## src/hw/rtl/chained_hash_table_unit_macros.svh

```systemverilog
// ----------------------------------------------------------------------------
// Chained hash table assertion macros
// Shared assertion forms for the chained hash table blocks.
// ----------------------------------------------------------------------------
`ifndef CHAINED_HASH_TABLE_UNIT_MACROS_SVH
`define CHAINED_HASH_TABLE_UNIT_MACROS_SVH

// implication checked every clock outside reset
`define CHT_ASSERT_IMPL(label, ante, cons) \
  label: assert property (@(posedge clk) disable iff (rst) (ante) |-> (cons)) \
    else $error("assertion failed");

// implication whose consequent is checked in the next cycle
`define CHT_ASSERT_NEXT(label, ante, cons) \
  label: assert property (@(posedge clk) disable iff (rst) (ante) |=> (cons)) \
    else $error("assertion failed");

`endif

```

## src/hw/rtl/cht_pkg.sv

```systemverilog
// ----------------------------------------------------------------------------
// Chained hash table package
// Command codes, mixer constants and the request type between front and back.
// ----------------------------------------------------------------------------
`default_nettype none
package cht_pkg;
  typedef enum logic [1:0] {
    CMD_SET = 2'd0,
    CMD_GET = 2'd1,
    CMD_DEL = 2'd2,
    CMD_NOP = 2'd3
  } cmd_t;

  localparam logic [63:0] MIX_ADD   = 64'd4355467;
  localparam logic [31:0] MIX_MUL   = 32'h045d9f3b;
  localparam int          MIX_SHIFT = 16;

  localparam logic STATUS_OK   = 1'b0;
  localparam logic STATUS_FULL = 1'b1;

  typedef struct packed {
    cmd_t        command;
    logic [63:0] key;
    logic [63:0] value;
    logic [63:0] hash;
  } req_t;

  function automatic logic [63:0] xsh(input logic [63:0] x);
    xsh = x ^ (x >> MIX_SHIFT);
  endfunction
endpackage
`default_nettype wire

```

## src/hw/rtl/cht_mul64.sv

```systemverilog
// ----------------------------------------------------------------------------
// Chained hash table 64x32 multiplier
// Low 64 bits of x times the mixer constant, in two 32x32 partial products.
// ----------------------------------------------------------------------------
`default_nettype none
module cht_mul64 (
  input  wire logic        clk,
  input  wire logic        rst,
  input  wire logic        start,
  input  wire logic [63:0] x,
  output logic             done,
  output logic [63:0]      prod
);
  import cht_pkg::*;

  logic [63:0] lo_part;
  logic [31:0] hi_x;
  logic [1:0]  phase;

  always_ff @(posedge clk) begin
    if (rst) begin
      phase <= 2'd0;
      done  <= 1'b0;
    end else begin
      done <= 1'b0;
      if (start) begin
        lo_part <= {32'd0, x[31:0]} * {32'd0, MIX_MUL};
        hi_x    <= x[63:32];
        phase   <= 2'd1;
      end else if (phase == 2'd1) begin
        prod  <= lo_part + {hi_x * MIX_MUL, 32'd0};
        phase <= 2'd0;
        done  <= 1'b1;
      end
    end
  end
endmodule
`default_nettype wire

```

## src/hw/rtl/cht_front.sv

```systemverilog
// ----------------------------------------------------------------------------
// Chained hash table front end
// Accepts requests, hashes the key and queues them for the back end.
// ----------------------------------------------------------------------------
`default_nettype none
module cht_front #(
  parameter int VALUE_WIDTH = 32
) (
  input  wire logic         clk,
  input  wire logic         rst,
  input  wire logic         push,
  output logic              full,
  input  wire logic [1:0]   command,
  input  wire logic [63:0]  key,
  input  wire logic [31:0]  value,
  output logic              q_valid,
  output cht_pkg::req_t     q_data,
  input  wire logic         q_take
);
  import cht_pkg::*;

  typedef enum logic [3:0] {
    F_IDLE = 4'b0001,
    F_MUL1 = 4'b0010,
    F_MUL2 = 4'b0100,
    F_OUT  = 4'b1000
  } fstate_t;

  fstate_t     state;
  req_t        cur;
  logic        m_start;
  logic        m_done;
  logic [63:0] m_x;
  logic [63:0] m_prod;
  req_t        q_mem [2];
  logic        wp, rp;
  logic [1:0]  count;

  cht_mul64 u_mul (
    .clk(clk), .rst(rst), .start(m_start), .x(m_x), .done(m_done), .prod(m_prod)
  );

  assign full    = (state != F_IDLE);
  assign q_valid = (count != 2'd0);
  assign q_data  = q_mem[rp];

  logic [63:0] vmask;
  assign vmask = ~64'd0 >> (64 - VALUE_WIDTH);

  always_comb begin
    m_start = 1'b0;
    m_x     = xsh(cur.hash);
    if (state == F_IDLE && push) begin
      m_start = 1'b1;
      m_x     = xsh(key + MIX_ADD);
    end else if (state == F_MUL1 && m_done) begin
      m_start = 1'b1;
      m_x     = xsh(m_prod);
    end
  end

  logic enq;
  assign enq = (state == F_OUT) && (count != 2'd2);

  always_ff @(posedge clk) begin
    if (rst) begin
      state <= F_IDLE;
      wp    <= 1'b0;
      rp    <= 1'b0;
      count <= 2'd0;
    end else begin
      unique case (state)
        F_IDLE: if (push) begin
          cur.command <= cmd_t'(command);
          cur.key     <= key;
          cur.value   <= {32'd0, value} & vmask;
          state       <= F_MUL1;
        end
        F_MUL1: if (m_done) state <= F_MUL2;
        F_MUL2: if (m_done) begin
          cur.hash <= xsh(m_prod);
          state    <= F_OUT;
        end
        F_OUT: if (enq) state <= F_IDLE;
        default: state <= F_IDLE;
      endcase
      if (enq) begin
        q_mem[wp] <= cur;
        wp        <= ~wp;
      end
      if (q_take) rp <= ~rp;
      count <= count + {1'b0, enq} - {1'b0, q_take};
    end
  end
endmodule
`default_nettype wire

```

## config.mk

```make
export PLATFORM = sky130hd
export DESIGN_NAME = cht_front
export DESIGN_NICKNAME = d
export VERILOG_FILES = /design/src/hw/rtl/chained_hash_table_unit_macros.svh /design/src/hw/rtl/cht_pkg.sv /design/src/hw/rtl/cht_mul64.sv /design/src/hw/rtl/cht_front.sv
export SDC_FILE = /design/constraint.sdc
export NUM_CORES = 2
export LEC_CHECK = 0
export ABC_AREA = 1
export BUFFER_PORTS_ARGS = -buffer_cell sky130_fd_sc_hd__clkbuf_2
export CORE_MARGIN = 2
export CORE_UTILIZATION = 50
export CTS_CLUSTER_DIAMETER = 120
export DETAILED_ROUTE_END_ITERATION = 8
export GPL_TIMING_DRIVEN = 0
export PLACE_DENSITY = 0.67
export SLEW_MARGIN = 20
export SYNTH_ARGS = -nofsm -noshare
export SYNTH_HDL_FRONTEND = slang
export SYNTH_SLANG_ARGS = --single-unit
```

## constraint.sdc

```tcl
create_clock -name clk -period 22 [get_ports clk]
set_clock_uncertainty 0.1 [all_clocks]
set_input_delay 4.4 -clock clk [delete_from_list [all_inputs] [get_ports clk]]
set_output_delay 4.4 -clock clk [all_outputs]
set_load 0.01 [all_outputs]
```

### After elaboration in Yosys (flattened, before gate mapping)

Memories as Yosys holds them, arrays and structs flattened. A register that Yosys moved wholly into a read port is not among the register bits.
Index checks and enable logic that the tools add are counted.

* register bits: 327
* bits in latches: 0
* memory bits (writable): 324
* memory bits (read-only): 0
* logic and storage cells: 65
* memories: 1

Memories
* q_mem: words 2, width 162, rd ports 1, clocked after memory_dff 1, wr ports 1, RTL line cht_front.sv:35 `req_t q_mem [2];`

* add/sub/neg operators: 4
* $mul: 2
* div/mod/pow operators: 0
* $lt $le $gt $ge: 0
* eq/ne operators: 10
* shift operators: 0
* mux-type cells: 17
* bitwise operators: 7
* reduce and logical (&&, ||, !) cells: 11

Operators with widths (number)
* 64-bit by 48-bit bitwise XOR with 64-bit output: 3
* 64-bit two-way mux: 2
* 59-bit by 64-bit adder with 64-bit output: 1
* 64-bit by 23-bit adder with 64-bit output, second input constant: 1
* 32-bit by 27-bit multiplier with 59-bit output, second input constant: 1
* 32-bit by 27-bit multiplier with 32-bit output, second input constant: 1
* 4-bit two-way mux: 4
* 4-bit one-hot mux with 4 select lines: 1
* 1-bit two-way mux: 10
* 3-bit AND reduction: 3
* 2-bit inequality test, second input constant: 3
* 4-bit by 1-bit == test with 1-bit output, second input constant: 1
* 4-bit by 2-bit == test with 1-bit output, second input constant: 1
* 4-bit by 3-bit == test with 1-bit output, second input constant: 1
* 4-bit == test, second input constant: 1
* 2-bit by 1-bit inequality test with 1-bit output, second input constant: 2
* 4-bit by 1-bit inequality test with 1-bit output, second input constant: 1
* 1-bit inverter: 4
* 4-bit AND reduction: 1
* 2-bit nonzero test: 2
* 1-bit logical AND: 3
* 2-bit by 1-bit adder with 2-bit output: 1
* 2-bit AND reduction: 1
* 2-bit OR reduction: 1
* 2-bit by 1-bit subtractor with 2-bit output: 1

### Depth between registers and ports, before layout

* depth in word-level cells: 6
* depth in mapped cells: 47
* depth with buffers taken out: 47

### By module

Synthesis repeated with hierarchy kept, for this count alone.

* cells, all modules: 5523
* area total of the unflattened synthesis: 55866.1 um^2

By module, submodules not included
* cht_mul64: instances 1, cells each 3498, area each 32489.9 um^2
* cht_front: instances 1, cells each 2025, area each 23376.2 um^2

### Worst setup path before layout

No wires, ideal clock.

* kind: in2reg
* start point: input port rst
* end point: memory q_mem[1][0] in the netlist's numbering (enable)
* arrival: 15603 ps
* data required time: 21018 ps
* setup slack: 5415 ps
* stages on the path: 2
* buffers on the path: 1
* path through: clkbuf_1 nor3_1

* longest elaborated chain between the ends: 2

RTL lines
* start: declaration: RTL line cht_front.sv:10 `input wire logic rst,`
* 1-bit two-way mux: RTL line cht_front.sv:66 `if (rst) begin`
* 1-bit two-way mux (not written as such): RTL line cht_front.sv:88 `q_mem[wp] <= cur;`
* end: declaration: RTL line cht_front.sv:35

No other way between the ends.

### Final worst setup path

* start point: input port push
* end point: register u_mul.lo_part[51], data pin

* longest elaborated chain between the ends: 3

RTL lines
* start: declaration: RTL line cht_front.sv:11 `input wire logic push,`
* 1-bit logical AND: RTL line cht_front.sv:53 `if (state == F_IDLE && push) begin`
* 64-bit two-way mux: RTL line cht_front.sv:53
* 32-bit by 27-bit multiplier with 59-bit output: RTL line cht_mul64.sv:27 `lo_part <= {32'd0, x[31:0]} * {32'd0, MIX_MUL};`
* end signal: assignment: RTL line cht_mul64.sv:27
* end: declaration: RTL line cht_mul64.sv:16 `logic [63:0] lo_part;`

No other way between the ends.
A chain may end at the register's enable or synchronous reset.

==> out/qor.yml <==
die-area_um2: 113000
rsz0062_at_grt: "no"
syn_area_um2: 54900
vias: 38193
core_um2: 109000
crit_buf_inv: 8
cp-start-kind: "input pin"
cap_violations: 0
cts-hold-fix-buffers: 0
die_h_um: 335
fin_crit_sh: 0.608
slew_violations: 0
clock-sinks: 652
timing.rr.start: "state[2]"
io_buffers: 264
finalSetupViolCount: 0
ys_seq_area_frac: 0.354
dp_hpwl_um: 139000
drt_iter0_drc: 3278
post-route-drc-count: 0
hold_path.class: "reg -> reg"
cts.reportedPaths.clkPinSlew_ns: 0.06
synth-main-ff-cell: "edfxtp_1"
place.gp.congestion: 0.982
cpMostUsedCell: "fa_1"
synth.distinct_cells: 61
num_rows: 121
cpPeakStageDelay_ns: 0.77
finalHoldViolations: 0
final_net_count: 6885
crit_type: "in -> reg"
critical_path.top_delay_family: "adder cells"
syn_inst: 5313
cp_data_arrival_time_ns: 13.68
crit_path_end_kind: "register"
dieWidth_um: 335
gr-total-overflow: 0
slowest_stage: "fa_1"
cts-root-buf: "clkbuf_16"
post_cts_buffers: 0
design.portCount: 298
cts_buffers: 71
cp_max_fo: 10
wl_per_cell_um: 22.7
cts_max_level: 3
synth_area_per_cell_um2: 10.3
drt_wl_total_um: 163000
tns_ns: 0
start_util: 0.505
fillers: 9590
ys_ff_latch: 652
critPathRequiredTime_ns: 22.30
cts_tree: "done"
antenna_found_initial: 5
status: "complete, no violations"
grt_start_max_net_pins: 28
clock_path_buffers: 3
grt_pass1_wl_um: 244000
syn_to_final_growth_pct: 11.3
grt_pass1_vias: 39328
drive_above_1_share: 0.131
cts_resized: 0
finalCriticalPeriod_ns: 13.38
postRouteAntennaNets: 0
synth_edf_count: 641
slew-limit-headroom: 0.310
yosysWarnings: 0
worst_pin_slew_ns: 1.02
hold_start: "u_mul.lo_part[4]"
track_usage: 0.295
clk_latency_ns: 0.65
startpoint: "push"
synth-async-reset-ratio: 0
fmax_mhz: 74.7
drt_pass1_iterations: 6
vias_per_cell: 5.31
-- layout by cell type (no fill, tap or decap), types with 26 or more instances in the layout --
cell type,instances
o211ai_1,26
nor3_1,28
clkbuf_1,42
inv_1,1221
clkbuf_16,72
o21ai_0,121
fa_1,552
clkbuf_2,265
xor2_1,178
nand4_1,38
a21oi_1,176
mux2_2,162
conb_1,32
edfxtp_1,641
ha_1,510
nand2_1,758
a21o_1,32
nand2_2,42
xnor2_1,94
nor2_1,232
nand3_1,193
buf_4,49
-- layout make-up --
cell class	count	area, µm²	area share
flip-flops and latches	652	19500	0.318
diodes	1	2.50	0.0000409
clock inverters	39	450	0.00736
well taps	1414	1770	0.0289
plain buffers	80	449	0.00734
inverters	1246	4680	0.0766
repair buffers	304	1950	0.0318
multi-input cells	3366	30500	0.499
clock buffers	89	1890	0.0308
-- worst paths after layout --
kind	cells after the start	to	slack, ns
worst max-delay path	26	u_mul.lo_part[51]	8.62
worst min-delay path	0	u_mul.prod[4]	0.31
worst max register to register	26	u_mul.lo_part[51]	11.88
worst min register to register	0	u_mul.prod[4]	0.31
-- cells by family (layout without fill, tap and decap cells) --
family / after synthesis / count (layout) / share of synthesized area
XOR/XNOR: 274 / 274 / 0.0440
AND/OR/NAND/NOR: 1393 / 1393 / 0.111
other: 1 / 33 / 0.0000683
multiplexers: 171 / 171 / 0.0348
flip-flops: 652 / 652 / 0.354
adder cells (fa/ha/maj): 1062 / 1062 / 0.317
AO/OA/AOI/OAI: 434 / 434 / 0.0450
buffers and inverters: 1326 / 1758 / 0.0934
-- stage by stage --
stage | setup slack, ns | utilization | area (µm²) | cells | hold slack, ns
finish | 8.62 | 0.562 | 61200 | 7191 | 0.315
global route | 8.52 | 0.562 | 61200 | 7191 | 0.319
CTS | 8.90 | 0.562 | 61200 | 7190 | 0.317
detailed placement | 8.25 | 0.540 | 58800 | 7062 | 0.305
global placement | -1.69 | 0.534 | 58100 | 7022 | 0.300
floorplan | 5.42 | - | 55100 | 5344 | 0.300
-- sequential cells by signal, summed over array words and instances (netlist names), named ones only --
name / cells
q_mem: 324
cur: 162
u_mul.prod: 64
u_mul.lo_part: 59
u_mul.hi_x: 32
state: 4
count: 2
rp: 1
u_mul.done: 1
u_mul.phase: 1
wp: 1
-- synthesized netlist by cell type, types with 14 or more instances --
library cell / count / share of area
a21o_1: 32 / 0.0044
a21oi_1: 177 / 0.016
a31oi_1: 25 / 0.0028
buf_4: 35 / 0.0048
clkbuf_1: 28 / 0.0019
edfxtp_1: 641 / 0.35
fa_1: 552 / 0.20
ha_1: 510 / 0.12
inv_1: 1221 / 0.083
inv_2: 21 / 0.0014
mux2_2: 162 / 0.033
nand2_1: 758 / 0.052
nand2_2: 42 / 0.0048
nand3_1: 193 / 0.018
nand3b_1: 17 / 0.0023
nand4_1: 38 / 0.0043
nor2_1: 236 / 0.016
nor2_2: 16 / 0.0018
nor3_1: 29 / 0.0026
o211ai_1: 26 / 0.0036
o21ai_0: 121 / 0.011
o21ai_1: 14 / 0.0013
or2_2: 15 / 0.0017
xnor2_1: 94 / 0.015
xor2_1: 178 / 0.028
-- routing by layer --
metal  vias to the layer above  wire, µm  share of wire  GRT usage
li1                      17757         -              -          -
met1                     18825     68800           0.42      0.404
met2                      1385     75800           0.47      0.478
met3                       224     13800          0.085     0.0586
met4                         2      4540          0.028     0.0786
met5                         -        13       0.000080          0
Power is left out: the tool's default activity adds up to more than one toggle a clock period on the data nets, which glitch-free logic cannot reach.
